==> src/sv/dcr_pkg.sv <==
`default_nettype none
package dcr_pkg;

   localparam int CHANNEL_COUNT = 7;
   localparam int CH_W = 3;

   localparam logic [31:0] CC_WRITE_MASK = 32'h7177_0703;
   localparam logic [31:0] IW_WRITE_MASK = 32'h00FF_803F;
   localparam logic [31:0] IW_RESET_MASK = 32'h7F00_0000;
   localparam logic [31:0] PRIO_RESET    = 32'h0765_4321;
   localparam logic [31:0] UNMAPPED_DATA = 32'hFFFF_FFFF;
   localparam logic [23:0] ADDR_MASK     = 24'hFF_FFFF;
   localparam logic [23:0] WORD_ALIGN    = 24'hFF_FFFC;
   localparam logic [23:0] RAM_MASK_RESET = 24'h1F_FFFC;
   localparam logic [CH_W-1:0] OTC_CHANNEL = 3'd6;
   localparam int BUSY_POS    = 24;
   localparam int TRIGGER_POS = 28;

   localparam logic [1:0] CMD_READ   = 2'd0;
   localparam logic [1:0] CMD_WRITE  = 2'd1;
   localparam logic [1:0] CMD_LEVEL  = 2'd2;
   localparam logic [1:0] CMD_FINISH = 2'd3;

   typedef enum logic [2:0] {
      OP_NONE, OP_READ, OP_WRITE, OP_LEVEL, OP_FINISH
   } op_type;

   typedef enum logic [2:0] {
      TGT_NONE, TGT_BASE, TGT_BLOCK, TGT_CHAN, TGT_PRIO, TGT_IRQ
   } tgt_type;

   localparam logic [3:0] NIB_BASE  = 4'h0;
   localparam logic [3:0] NIB_BLOCK = 4'h4;
   localparam logic [3:0] NIB_CHAN  = 4'h8;
   localparam logic [6:0] OFF_PRIO  = 7'h70;
   localparam logic [6:0] OFF_IRQ   = 7'h74;

   localparam logic [1:0] MODE_REQUEST = 2'd1;
   localparam logic [1:0] MODE_LIST    = 2'd2;

   localparam logic KIND_READ  = 1'b0;
   localparam logic KIND_START = 1'b1;

   typedef struct packed {
      op_type           op;
      tgt_type          tgt;
      logic [CH_W-1:0]  ch;
      logic [31:0]      value;
      logic             level;
      logic [23:0]      end_address;
      logic [15:0]      blocks_left;
      logic             finished;
   } entry_type;

   typedef struct packed {
      logic             kind;
      logic [31:0]      read_data;
      logic [CH_W-1:0]  start_channel;
      logic [23:0]      start_address;
      logic             to_device;
      logic             step_reverse;
      logic [1:0]       xfer_mode;
      logic [16:0]      block_words;
      logic [16:0]      block_total;
      logic             irq_out;
      logic             last;
   } result_type;

   function automatic logic [16:0] decode_count(input logic [15:0] v);
      return (v == 16'd0) ? 17'h10000 : {1'b0, v};
   endfunction

   function automatic logic [31:0] irq_with_master(input logic [31:0] w);
      logic [31:0] r;
      r = w;
      r[31] = w[23] & (|(w[22:16] & w[30:24]));
      return r;
   endfunction

   function automatic logic [31:0] irq_write(input logic [31:0] w, input logic [31:0] v);
      logic [31:0] r;
      r = (w & ~IW_WRITE_MASK) | (v & IW_WRITE_MASK);
      r = r & ~(v & IW_RESET_MASK);
      return irq_with_master(r);
   endfunction

   function automatic logic [CH_W-1:0] lowest_idx(input logic [CHANNEL_COUNT-1:0] m);
      logic [CH_W-1:0] r;
      r = '0;
      for (int i = CHANNEL_COUNT - 1; i >= 0; i--) begin
         if (m[i]) r = CH_W'(i);
      end
      return r;
   endfunction

endpackage
`default_nettype wire

==> src/sv/dcr_front.sv <==
`default_nettype none
module dcr_front
   import dcr_pkg::*;
(
   input  wire logic        clock,
   input  wire logic        reset,
   input  wire logic        req_valid,
   output logic             req_ready,
   input  wire logic [1:0]  req_command,
   input  wire logic [6:0]  req_reg_offset,
   input  wire logic [31:0] req_write_value,
   input  wire logic [2:0]  req_channel,
   input  wire logic        req_request_level,
   input  wire logic [23:0] req_end_address,
   input  wire logic [15:0] req_blocks_left,
   input  wire logic        req_finished,
   output logic             q_valid,
   output entry_type        q_entry,
   input  wire logic        q_pop
);

   entry_type       slot_ff [2];
   entry_type       slot_in;
   logic            wr_ptr_ff, wr_ptr_in;
   logic            rd_ptr_ff, rd_ptr_in;
   logic [1:0]      count_ff, count_in;
   entry_type       cls;
   logic            push;
   logic            pop;
   logic [CH_W-1:0] off_ch;

   // classify the incoming word
   always_comb begin
      off_ch = req_reg_offset[6:4];
      cls.value = req_write_value;
      cls.level = req_request_level;
      cls.end_address = req_end_address;
      cls.blocks_left = req_blocks_left;
      cls.finished = req_finished;
      cls.tgt = TGT_NONE;
      cls.ch = off_ch;
      if (off_ch < CH_W'(CHANNEL_COUNT)) begin
         unique case (req_reg_offset[3:0])
            NIB_BASE:  cls.tgt = TGT_BASE;
            NIB_BLOCK: cls.tgt = TGT_BLOCK;
            NIB_CHAN:  cls.tgt = TGT_CHAN;
            default:   cls.tgt = TGT_NONE;
         endcase
      end else if (req_reg_offset == OFF_PRIO) begin
         cls.tgt = TGT_PRIO;
      end else if (req_reg_offset == OFF_IRQ) begin
         cls.tgt = TGT_IRQ;
      end
      unique case (req_command)
         CMD_READ:  cls.op = OP_READ;
         CMD_WRITE: cls.op = (cls.tgt == TGT_NONE) ? OP_NONE : OP_WRITE;
         CMD_LEVEL: begin
            cls.ch = req_channel;
            cls.op = (req_channel < CH_W'(CHANNEL_COUNT)) ? OP_LEVEL : OP_NONE;
         end
         default: begin
            cls.ch = req_channel;
            cls.op = (req_channel < CH_W'(CHANNEL_COUNT)) ? OP_FINISH : OP_NONE;
         end
      endcase
   end

   assign req_ready = (count_ff != 2'd2);
   assign push = req_valid && req_ready;
   assign pop = q_pop && (count_ff != 2'd0);
   assign q_valid = (count_ff != 2'd0);
   assign q_entry = slot_ff[rd_ptr_ff];
   assign slot_in = cls;

   always_comb begin
      wr_ptr_in = wr_ptr_ff ^ push;
      rd_ptr_in = rd_ptr_ff ^ pop;
      count_in = count_ff + 2'(push) - 2'(pop);
   end

   always_ff @(posedge clock) begin
      if (reset) begin
         wr_ptr_ff <= 1'b0;
         rd_ptr_ff <= 1'b0;
         count_ff <= 2'd0;
      end else begin
         wr_ptr_ff <= wr_ptr_in;
         rd_ptr_ff <= rd_ptr_in;
         count_ff <= count_in;
      end
   end

   always_ff @(posedge clock) begin
      if (push) slot_ff[wr_ptr_ff] <= slot_in;
   end

endmodule
`default_nettype wire

==> src/sv/dcr_back.sv <==
`default_nettype none
module dcr_back
   import dcr_pkg::*;
(
   input  wire logic        clock,
   input  wire logic        reset,
   input  wire logic        q_valid,
   input  wire entry_type   q_entry,
   output logic             q_pop,
   input  wire logic        csr_we,
   input  wire logic [23:0] csr_wdata,
   output logic             rsp_valid,
   input  wire logic        rsp_ready,
   output result_type       rsp_data
);

   localparam logic [1:0] S_IDLE  = 2'd0;
   localparam logic [1:0] S_EXEC  = 2'd1;
   localparam logic [1:0] S_SCAN  = 2'd2;
   localparam logic [1:0] S_START = 2'd3;

   logic [1:0]               state_ff, state_in;
   entry_type                cur_ff, cur_in;
   logic [CHANNEL_COUNT-1:0] mask_ff, mask_in;
   logic [23:0]              base_ff [CHANNEL_COUNT];
   logic [23:0]              base_in [CHANNEL_COUNT];
   logic [31:0]              blk_ff [CHANNEL_COUNT];
   logic [31:0]              blk_in [CHANNEL_COUNT];
   logic [31:0]              cc_ff [CHANNEL_COUNT];
   logic [31:0]              cc_in [CHANNEL_COUNT];
   logic [CHANNEL_COUNT-1:0] dreq_ff, dreq_in;
   logic [CHANNEL_COUNT-1:0] infl_ff, infl_in;
   logic [31:0]              prio_ff, prio_in;
   logic [31:0]              irq_ff, irq_in;
   logic [23:0]              ram_mask_ff, ram_mask_in;
   logic                     rsp_valid_ff, rsp_valid_in;
   result_type               rsp_ff, rsp_in;
   logic [CHANNEL_COUNT-1:0] elig;
   logic                     out_free;
   logic                     rsp_load;
   logic [CH_W-1:0]          sel;
   logic [CH_W-1:0]          idx;
   logic [31:0]              cc_new;
   logic [1:0]               mode;
   logic [31:0]              rd_val;

   always_comb begin
      for (int i = 0; i < CHANNEL_COUNT; i++) begin
         elig[i] = prio_ff[i * 4 + 3] & cc_ff[i][BUSY_POS] & dreq_ff[i] & ~infl_ff[i];
      end
   end

   assign out_free = !rsp_valid_ff || rsp_ready;
   assign sel = lowest_idx(mask_ff);
   assign idx = (state_ff == S_START) ? sel : cur_ff.ch;
   assign mode = cc_ff[idx][10:9];

   always_comb begin
      unique case (cur_ff.tgt)
         TGT_BASE:  rd_val = {8'd0, base_ff[idx]};
         TGT_BLOCK: rd_val = blk_ff[idx];
         TGT_CHAN:  rd_val = cc_ff[idx];
         TGT_PRIO:  rd_val = prio_ff;
         TGT_IRQ:   rd_val = irq_ff;
         default:   rd_val = UNMAPPED_DATA;
      endcase
   end

   always_comb begin
      state_in = state_ff;
      cur_in = cur_ff;
      mask_in = mask_ff;
      base_in = base_ff;
      blk_in = blk_ff;
      cc_in = cc_ff;
      dreq_in = dreq_ff;
      infl_in = infl_ff;
      prio_in = prio_ff;
      irq_in = irq_ff;
      ram_mask_in = csr_we ? (csr_wdata & ADDR_MASK) : ram_mask_ff;
      rsp_valid_in = rsp_valid_ff && !rsp_ready;
      rsp_in = rsp_ff;
      rsp_load = 1'b0;
      q_pop = 1'b0;
      cc_new = (cc_ff[idx] & ~CC_WRITE_MASK) | (cur_ff.value & CC_WRITE_MASK);
      unique case (state_ff)
         S_IDLE: begin
            if (q_valid) begin
               q_pop = 1'b1;
               cur_in = q_entry;
               state_in = S_EXEC;
            end
         end
         S_EXEC: begin
            mask_in = '0;
            state_in = S_IDLE;
            unique case (cur_ff.op)
               OP_READ: begin
                  if (out_free) begin
                     rsp_load = 1'b1;
                     rsp_in = '0;
                     rsp_in.kind = KIND_READ;
                     rsp_in.read_data = rd_val;
                     rsp_in.irq_out = irq_ff[31];
                     rsp_in.last = 1'b1;
                  end else begin
                     state_in = S_EXEC;
                  end
               end
               OP_WRITE: begin
                  unique case (cur_ff.tgt)
                     TGT_BASE:  base_in[idx] = cur_ff.value[23:0];
                     TGT_BLOCK: blk_in[idx] = cur_ff.value;
                     TGT_CHAN: begin
                        cc_in[idx] = cc_new;
                        if (idx == OTC_CHANNEL) dreq_in[idx] = cc_new[TRIGGER_POS];
                        mask_in[idx] = 1'b1;
                        state_in = S_SCAN;
                     end
                     TGT_PRIO: begin
                        prio_in = cur_ff.value;
                        mask_in = '1;
                        state_in = S_SCAN;
                     end
                     TGT_IRQ:   irq_in = irq_write(irq_ff, cur_ff.value);
                     default:   ;
                  endcase
               end
               OP_LEVEL: begin
                  if (dreq_ff[idx] != cur_ff.level) begin
                     dreq_in[idx] = cur_ff.level;
                     mask_in[idx] = 1'b1;
                     state_in = S_SCAN;
                  end
               end
               OP_FINISH: begin
                  if (infl_ff[idx]) begin
                     infl_in[idx] = 1'b0;
                     if (mode == MODE_REQUEST || mode == MODE_LIST) begin
                        base_in[idx] = cur_ff.end_address;
                     end
                     if (mode == MODE_REQUEST) begin
                        blk_in[idx] = {cur_ff.blocks_left, blk_ff[idx][15:0]};
                     end
                     if (cur_ff.finished) begin
                        cc_in[idx][BUSY_POS] = 1'b0;
                        if (irq_ff[16 + 32'(idx)]) begin
                           irq_in[24 + 32'(idx)] = 1'b1;
                           irq_in = irq_with_master(irq_in);
                        end
                     end
                     mask_in[idx] = 1'b1;
                     state_in = S_SCAN;
                  end
               end
               default: ;
            endcase
         end
         S_SCAN: begin
            mask_in = mask_ff & elig;
            state_in = ((mask_ff & elig) != '0) ? S_START : S_IDLE;
         end
         default: begin
            if (out_free) begin
               rsp_load = 1'b1;
               rsp_in.kind = KIND_START;
               rsp_in.read_data = '0;
               rsp_in.start_channel = sel;
               rsp_in.start_address = base_ff[sel] & ram_mask_ff & WORD_ALIGN;
               rsp_in.to_device = cc_ff[sel][0];
               rsp_in.step_reverse = cc_ff[sel][1];
               rsp_in.xfer_mode = mode;
               rsp_in.block_words = decode_count(blk_ff[sel][15:0]);
               rsp_in.block_total = (mode == MODE_REQUEST) ?
                                    decode_count(blk_ff[sel][31:16]) : 17'd1;
               rsp_in.irq_out = irq_ff[31];
               cc_in[sel][TRIGGER_POS] = 1'b0;
               infl_in[sel] = 1'b1;
               mask_in[sel] = 1'b0;
               rsp_in.last = (mask_in == '0);
               if (mask_in == '0) state_in = S_IDLE;
            end
         end
      endcase
      if (rsp_load) rsp_valid_in = 1'b1;
   end

   always_ff @(posedge clock) begin
      if (reset) begin
         state_ff <= S_IDLE;
         mask_ff <= '0;
         dreq_ff <= '0;
         infl_ff <= '0;
         prio_ff <= PRIO_RESET;
         irq_ff <= '0;
         ram_mask_ff <= RAM_MASK_RESET;
         rsp_valid_ff <= 1'b0;
         for (int i = 0; i < CHANNEL_COUNT; i++) begin
            base_ff[i] <= '0;
            blk_ff[i] <= '0;
            cc_ff[i] <= '0;
         end
      end else begin
         state_ff <= state_in;
         mask_ff <= mask_in;
         dreq_ff <= dreq_in;
         infl_ff <= infl_in;
         prio_ff <= prio_in;
         irq_ff <= irq_in;
         ram_mask_ff <= ram_mask_in;
         rsp_valid_ff <= rsp_valid_in;
         base_ff <= base_in;
         blk_ff <= blk_in;
         cc_ff <= cc_in;
      end
   end

   always_ff @(posedge clock) begin
      cur_ff <= cur_in;
      rsp_ff <= rsp_in;
   end

   assign rsp_valid = rsp_valid_ff;
   assign rsp_data = rsp_ff;

   a_start_only: assert property (@(posedge clock) disable iff (reset)
      ((infl_ff & ~$past(infl_ff)) != '0) |-> ($past(state_ff) == S_START))
      else $error("channel marked in flight outside a start");

   a_mask_elig: assert property (@(posedge clock) disable iff (reset)
      (state_ff == S_START) |-> ((mask_ff & ~elig) == '0))
      else $error("pending start on an ineligible channel");

   a_last_idle: assert property (@(posedge clock) disable iff (reset)
      (rsp_load && rsp_in.last) |=> (state_ff == S_IDLE))
      else $error("last word sent but back end still busy");

   a_master: assert property (@(posedge clock) disable iff (reset)
      irq_ff[31] == (irq_ff[23] & (|(irq_ff[22:16] & irq_ff[30:24]))))
      else $error("master interrupt flag out of step");

endmodule
`default_nettype wire

==> src/sv/dma_channel_register_control_unit.sv <==
// register and control side of a seven-channel dma controller
// req channel: one word per command (register read, register write,
//   device request level, transfer finished report)
// rsp channel: one word per register read and one per channel start;
//   rsp_last marks the final word caused by a command, many commands give none
// csr port: csr_we with csr_wdata writes the ram address mask, no wait
// a two-entry queue parts the decoder from the execution engine
// flow: a command is stored in the queue, then taken into the engine's command
//   register and executed in the exec state, which loads a read word into the
//   output register; commands that may start channels pass the scan state, and
//   the start state then loads one start word per started channel
// the engine's single-command state machine takes no new command until it has
//   finished the last one; a priority write can start up to 7 channels
// reset: channel and irq registers clear, priority 0x07654321, mask 0x1FFFFC
// stall: the output register holds its word while rsp_ready is low; the engine
//   waits, the queue fills, then req_ready drops
`default_nettype none
module dma_channel_register_control_unit
   import dcr_pkg::*;
(
   input  wire logic        clock,
   input  wire logic        reset,
   input  wire logic        req_valid,
   output logic             req_ready,
   input  wire logic [1:0]  req_command,
   input  wire logic [6:0]  req_reg_offset,
   input  wire logic [31:0] req_write_value,
   input  wire logic [2:0]  req_channel,
   input  wire logic        req_request_level,
   input  wire logic [23:0] req_end_address,
   input  wire logic [15:0] req_blocks_left,
   input  wire logic        req_finished,
   output logic             rsp_valid,
   input  wire logic        rsp_ready,
   output logic             rsp_kind,
   output logic [31:0]      rsp_read_data,
   output logic [2:0]       rsp_start_channel,
   output logic [23:0]      rsp_start_address,
   output logic             rsp_to_device,
   output logic             rsp_step_reverse,
   output logic [1:0]       rsp_xfer_mode,
   output logic [16:0]      rsp_block_words,
   output logic [16:0]      rsp_block_total,
   output logic             rsp_irq_out,
   output logic             rsp_last,
   input  wire logic        csr_we,
   input  wire logic [23:0] csr_wdata
);

   logic       q_valid;
   logic       q_pop;
   entry_type  q_entry;
   result_type rsp_data;

   dcr_front u_front (
      .clock             (clock),
      .reset             (reset),
      .req_valid         (req_valid),
      .req_ready         (req_ready),
      .req_command       (req_command),
      .req_reg_offset    (req_reg_offset),
      .req_write_value   (req_write_value),
      .req_channel       (req_channel),
      .req_request_level (req_request_level),
      .req_end_address   (req_end_address),
      .req_blocks_left   (req_blocks_left),
      .req_finished      (req_finished),
      .q_valid           (q_valid),
      .q_entry           (q_entry),
      .q_pop             (q_pop)
   );

   dcr_back u_back (
      .clock     (clock),
      .reset     (reset),
      .q_valid   (q_valid),
      .q_entry   (q_entry),
      .q_pop     (q_pop),
      .csr_we    (csr_we),
      .csr_wdata (csr_wdata),
      .rsp_valid (rsp_valid),
      .rsp_ready (rsp_ready),
      .rsp_data  (rsp_data)
   );

   assign rsp_kind = rsp_data.kind;
   assign rsp_read_data = rsp_data.read_data;
   assign rsp_start_channel = rsp_data.start_channel;
   assign rsp_start_address = rsp_data.start_address;
   assign rsp_to_device = rsp_data.to_device;
   assign rsp_step_reverse = rsp_data.step_reverse;
   assign rsp_xfer_mode = rsp_data.xfer_mode;
   assign rsp_block_words = rsp_data.block_words;
   assign rsp_block_total = rsp_data.block_total;
   assign rsp_irq_out = rsp_data.irq_out;
   assign rsp_last = rsp_data.last;

endmodule
`default_nettype wire
==> config.mk <==
export PLATFORM = sky130hd
export DESIGN_NAME = dma_channel_register_control_unit
export DESIGN_NICKNAME = d
export VERILOG_FILES = /design/src/sv/dcr_pkg.sv /design/src/sv/dcr_front.sv /design/src/sv/dcr_back.sv /design/src/sv/dma_channel_register_control_unit.sv
export SDC_FILE = /design/constraint.sdc
export NUM_CORES = 2
export LEC_CHECK = 0
export ABC_AREA = 1
export ABC_CLOCK_PERIOD_IN_PS = 6000
export BUFFER_PORTS_ARGS = -buffer_cell sky130_fd_sc_hd__buf_2
export CAP_MARGIN = 20
export CORE_ASPECT_RATIO = 1.4
export CORE_MARGIN = 1
export CORE_UTILIZATION = 40
export CTS_CLUSTER_DIAMETER = 200
export DETAILED_ROUTE_END_ITERATION = 10
export HOLD_SLACK_MARGIN = 0.06
export MAX_ROUTING_LAYER = met4
export PLACE_DENSITY = 0.55
export REMOVE_ABC_BUFFERS = 1
export SLEW_MARGIN = 15
export SYNTH_ARGS = -nofsm -noshare
export SYNTH_HDL_FRONTEND = slang
export SYNTH_SLANG_ARGS = --single-unit
==> constraint.sdc <==
create_clock -name clock -period 6 [get_ports clock]
set_clock_uncertainty 0.05 [all_clocks]
set_input_delay 0.6 -clock clock [delete_from_list [all_inputs] [get_ports clock]]
set_output_delay 0.6 -clock clock [all_outputs]
set_load 0.005 [all_outputs]
=== Word-level counts from Yosys, hierarchy flattened ===
Memories as Yosys holds them, arrays and structs flattened. A register that Yosys moved wholly into a read port is not among the register bits.
Index checks and enable logic that the tools add are counted.

* Register bits: 832
* Bits in writable memories: 166
* Output and inout port bits: 102
* Logic and storage cells: 321
* Memories: 1

* Add/sub/neg operators: 4
* Magnitude comparators: 13
* Eq/ne operators: 42
* Multiplexer cells: 121
* Bitwise gates (word level): 54
* Reductions and logical operators: 43

{| class="wikitable"
|+ Memory list
! name !! depth !! width !! rd ports !! clocked after memory_dff !! wr ports !! RTL line !! RTL
|-
| u_front.slot_ff || 2 || 83 || 1 || 1 || 1 || dcr_front.sv:22 || <nowiki>entry_type slot_ff [2];</nowiki>
|}

{| class="wikitable"
|+ Operator list
! cell !! number
|-
| $mux 224 || 7
|-
| $pmux 224 s2 || 3
|-
| $bwmux 224 || 3
|-
| $mux 168 || 3
|-
| $and 224x224->224 || 2
|-
| $not 224->224 || 2
|-
| $bmux 32 s3 || 4
|-
| $mux 32 || 11
|-
| $bwmux 168 || 2
|-
| $pmux 168 s2 || 1
|-
| $mux 100 || 3
|-
| $demux 32 s3 || 3
|-
| $pmux 100 s2 || 1
|-
| $pmux 32 s5 || 1
|-
| $bmux 24 s3 || 2
|-
| $mux 24 || 5
|-
| $demux 24 s3 || 1
|-
| $lt 32x6->1 const B || 2
|-
| $pmux 32 s2 || 1
|-
| $mux 7 || 9
|-
| $mux 17 || 3
|-
| $pmux 7 s2 || 3
|-
| $pmux 7 s3 || 2
|-
| $mux 3 || 13
|-
| 67 further kinds || 190
|}

=== Logic depth before layout (Yosys ltp) ===
* Depth in word-level cells: 21
* Depth in mapped cells: 25

=== By module ===
From an unflattened synthesis, not the netlist that was laid out.

* Cell total of the unflattened synthesis: 5,437
* Area, all modules: 45,487.4 µm²

{| class="wikitable"
|+ Modules (own cells, without submodules)
! module !! instances !! cells each !! area each (µm²) !! sequential area each (µm²)
|-
| dcr_back || 1 || 4,943 || 39,055.0 || 19,789.0
|-
| dcr_front || 1 || 494 || 6,432.4 || 5,064.9
|}

=== Least setup slack after synthesis ===
No wires, ideal clock.

* Kind: register to register
* From: register u_back.state_ff[1]
* To: register u_back.rsp_ff, in the netlist u_back.rsp_data[0] (enable)
* Arrival: 5.616 ns
* Setup slack: -0.221 ns
* Cell stages (with the launch flop): 9
* Buffers on the path: 3
* Path through: dfxtp_1 -> inv_1 -> ha_1 -> buf_2 -> inv_1 -> clkbuf_1 -> buf_1 -> o21ai_0 -> nor2_1

* Word-level cells in the longest chain between the ends: 4
* Elaborated cells between the ends (all ways): 7
* Classes of those cells: eq/ne (3); bitwise (1); reduce/logical (3)

{| class="wikitable"
|+ RTL lines
! item !! RTL line !! RTL
|-
| start: declaration || dcr_back.sv:22 || <nowiki>logic [1:0] state_ff, state_in;</nowiki>
|-
| start signal: assignment || dcr_back.sv:204 || <nowiki>state_ff <= state_in;</nowiki>
|-
| $eq 2x2->1 / $logic_not 2->1 (equally long branches) || dcr_back.sv:86 || <nowiki>unique case (state_ff)</nowiki>
|-
| $reduce_or 2->1 (no line) || - ||
|-
| $not 1->1 (no line) || - ||
|-
| $reduce_and 3->1 (no line) (*) || - ||
|-
| end signal: assignment || dcr_back.sv:220 || <nowiki>rsp_ff <= rsp_in;</nowiki>
|-
| end: declaration || dcr_back.sv:37 || <nowiki>result_type rsp_ff, rsp_in;</nowiki>
|}

Every way passes the cells marked *; elsewhere a longest branch is shown, timed or not.
A chain may end at the register's enable or synchronous reset.

=== Final worst setup path ===
* From: register u_back.state_ff[0]
* To: register u_back.blk_ff[27] (netlist bit)

* Elaborated cells between the ends (all ways): 24
* Classes of those cells: order compare (2); eq/ne (5); mux (14); bitwise (1); reduce/logical (2)

{| class="wikitable"
|+ RTL lines
! item !! RTL line !! RTL
|-
| $eq 2x2->1 || dcr_back.sv:55 || <nowiki>assign idx = (state_ff == S_START) ? sel : cur_ff.ch;</nowiki>
|-
| $mux 3 || dcr_back.sv:55 ||
|-
| $not 3->4 (not written as such) || dcr_back.sv:56 || <nowiki>assign mode = cc_ff[idx][10:9];</nowiki>
|-
| $bmux 32 s3 || dcr_back.sv:56 ||
|-
| $mux 32 (2 in series) || - ||
|-
| via u_back.mode[0] || dcr_back.sv:44 || <nowiki>logic [1:0] mode;</nowiki>
|-
| $eq 2x1->1 || dcr_back.sv:142 || <nowiki>if (mode == MODE_REQUEST) begin</nowiki>
|-
| $ne 2x1->1 (no line) || - ||
|-
| $reduce_and 5->1 (no line) || - ||
|-
| end signal: assignment || dcr_back.sv:213 || <nowiki>blk_ff <= blk_in;</nowiki>
|-
| end: declaration || dcr_back.sv:27 || <nowiki>logic [31:0] blk_ff [CHANNEL_COUNT];</nowiki>
|}

The timed path passes the listed nets, and every way through them passes these cells. The select of a mux whose other input is x is not followed.

==> results by group <==
Timing
  – Worst setup margin: 998 ps
  – Final setup vio count: 0
  – Unrepaired setup endpoints after global routing: false
  – Hold Fails Final Rpt: 0
  – Relative slew slack: 0.225
  – Fin crit period: 5000 ps
  – Pins Over Slew Limit: 0
  – Final hold slack: 182 ps
  – Max Fclk: 0.200 GHz
  – Worst slew pin tran: 1160 ps
  – Final worst path period share: 0.834

Clock tree
  – Clk sinks: 1068
  – Hold bufs inserted after CTS: 96
  – Clock root buffer: clkbuf_16
  – Clock buffer count from CTS: 107
  – Clk_lat worst skew: 740 ps
  – TritonCTS clock tree: yes
  – Maximum clock path buffer count: 3
  – Clk slew on worst S/H paths: 60 ps
  – H-Tree Depth: 3
  – Post-CTS Setup Inserts: 0
  – Post-CTS resize count: 0

Synthesis
  – Synth Area in Compound Gates: 0.238
  – Ys flop type: dfxtp_1
  – Post-Synthesis Cells: 5412
  – Ys async rst share: 0
  – Mux cell area share after synthesis: 0
  – Number of synthesized flops with an enable pin: 347
  – Synth area leader: dfxtp_1
  – Post-Synth Adder-Cell Area: 0.00274
  – Synth Cell Area: 0.0456 mm²
  – Post-synthesis simple-gate area fraction: 0.123
  – Synth cell count leaders: 722 x o21ai_0, 721 x dfxtp_1, 681 x nand2_1, 667 x a21oi_1, 632 x inv_1
  – Ranking of synthesized cells by area: dfxtp_1 32%, edfxtp_1 23%, o21ai_0 7.9%, a21oi_1 7.3%, nand2_1 5.6%
  – Cell with the most instances after synthesis: o21ai_0
  – Yosys warns: 0
  – Post-synthesis area per instance: 8.43 µm²
  – Register area share after synthesis: 0.545
  – Yosys reg bits: 1068
  – Synth cell types: 61
  – Post-Synth XOR/XNOR Area: 0.000192
  – Largest family of logic cells by synthesized area: compound AO/OA/AOI/OAI gates
  – Post-synth top area share: 0.316

Final layout
  – Fin nets: 5671
  – Final std cells w/o fill: 7122
  – Area delta synth->final: 14.9%
  – Layout cells sized above 1: 0.102
  – Design Area, Final: 0.0524 mm²

Pwr
  – Pwr Density: 498 mW/mm²
  – Worst vdd ir: 0.000272 V
  – Sequential power share: 0.352
  – P_sw: 11100 µW
  – Design Power: 26100 µW
  – Internal: 15000 µW
  – Pleak: 0.0193 µW
  – Logic pwr share: 0.381
  – Clk pwr share: 0.267
  – Net Sw Frac: 0.425

Worst setup path
  – Max FO, Critical Path: 39
  – Crit path arrival time: 5520 ps
  – Crit path required time: 6520 ps
  – Startpoint Class: register
  – Crit Path Class: register to register
  – CP Capture Type: register

Global routing
  – Vias in the first global route: 37177
  – GRT overflow: 0
  – Initial antenna violation count: 2
  – GRT Total Usage: 0.292
  – First-pass GRT wire length: 244 mm
  – Largest net degree at the start of global routing: 193

Die
  – Number of core rows: 146
  – Chip Width: 287 µm
  – Boundary pin count: 217
  – Starting Density: 0.404
  – Die H: 402 µm
  – Area of the die: 0.115 mm²
  – Core Area: 0.113 mm²

Place
  – Placed inst area: 0.0479 mm²
  – GP Congestion: 0.945
  – Pre-CTS worst setup slack: 1150 ps
  – Placed cells: 6820
  – Post-DP HPWL: 104 mm
  – Port bufs: 212

Detailed routing
  – Detailed-route via count: 40039
  – WL final: 167 mm
  – Initial DRC Count: 4765
  – First-pass iteration count of the detailed router: 8
  – Vias per inst: 5.62
  – Final ANT Viol Nets: 0
  – Residual DRC: 0
  – WL/cell: 23.5 µm

Hold path
  – HP Class: primary input to register

Job
  – Max Cap Violations: 0

Outcome
  – Outcome: finished, final reports clean
## cell families after synthesis
kind of cell,after synthesis
xor+xnor,1
compound gates,1935
other cells,1
flops,1068
fa+ha+maj,10
buf+inv,1055
simple gates,1342
## placed cells by master, fill, tap and decap left out, drive strengths merged, types with 22 or more instances in the layout
| cell type | synthesis | layout |
|---|---|---|
| a21oi | 669 | 669 |
| a221oi | 48 | 48 |
| a31oi | 66 | 66 |
| buf | 140 | 313 |
| clkbuf | 246 | 143 |
| clkinv | 9 | 43 |
| dfxtp | 721 | 721 |
| dlygate4sd3 | 0 | 96 |
| edfxtp | 347 | 347 |
| inv | 660 | 663 |
| nand2 | 701 | 701 |
| nand3 | 134 | 134 |
| nand4 | 25 | 25 |
| nor2 | 425 | 425 |
| nor3 | 29 | 29 |
| nor4 | 22 | 22 |
| o2111ai | 43 | 43 |
| o211ai | 89 | 89 |
| o21ai | 751 | 751 |
| o22ai | 207 | 207 |
## power by group through the flow
stage                     Combinational [µW]  Sequential, µW  Clock [µW]
final                                   9950            9200        6970
after global routing                   10400            9280        7360
after CTS                               9700            9200        7060
after detailed placement                9630            9350           0
after global placement                  9590            9340           0
after floorplan                         5060            9270           0
## metal layers
layer	vias to the layer above	wire (µm)	global-route usage
met3	443	13900	0.0426
met1	18809	68700	0.375
met2	1938	76100	0.446
met5	-	0	-
li1	18849	-	-
met4	0	8650	0.145
## path summary, 6_finish.rpt
kind	from	end	slack, ps	cells after the start
worst max-delay path	u_back.state_ff[0]	u_back.blk_ff[27]	1000	14
worst min-delay path	req_channel[1]	u_front.slot_ff[0][75]	180	3
worst max register to register	u_back.state_ff[0]	u_back.blk_ff[27]	1000	14
worst min register to register	u_back.cc_ff[66]	u_back.cc_ff[66]	370	2
## per-stage QoR
step            util  TNS (ps)
6_report       0.464         0
5_1_grt        0.464         0
4_1_cts        0.464         0
3_5_place_dp   0.423         0
3_3_place_gp   0.423         0
2_1_floorplan      -  -1070540
## critical path, stage by stage, from the launching register on
cell and delay [ps]:
dfxtp_1 410, ha_1 370, or2_2 170, nand2_1 370, nand2_4 440, o22ai_1 150, nor3_1 540, ha_1 250
inv_1 200, a221oi_2 490, nand2_8 190, nor2_8 370, inv_2 440, o21ai_0 310, a21oi_1 60
## layout make-up
| cell class | instances | area [µm²] |
|---|---|---|
| Clock inverter | 59 | 578 |
| Antenna cell | 4 | 10.0 |
| Sequential cell | 1068 | 24900 |
| Clock buffer | 142 | 3030 |
| Fill cell | 11099 | 60600 |
| Multi-Input combinational cell | 3290 | 16700 |
| Tap cell | 1480 | 1850 |
| Inverter | 669 | 2520 |
| Timing Repair Buffer | 410 | 2880 |
## state kept, by name (all words and copies together), names as in the netlist
name	flops
u_back.rsp_valid	1
u_front.rd_ptr_ff	1
u_back.blk_ff	224
u_back.irq_ff	23
u_front.wr_ptr_ff	1
u_back.infl_ff	7
u_back.rsp_data	98
u_back.cc_ff	224
u_front.slot_ff	166
u_back.cur_ff	83
u_back.mask_ff	7
u_back.ram_mask_ff	22
u_back.base_ff	168
u_back.prio_ff	32
u_back.dreq_ff	7
u_front.count_ff	2
u_back.state_ff	2
(Power assumes the default switching activity.)
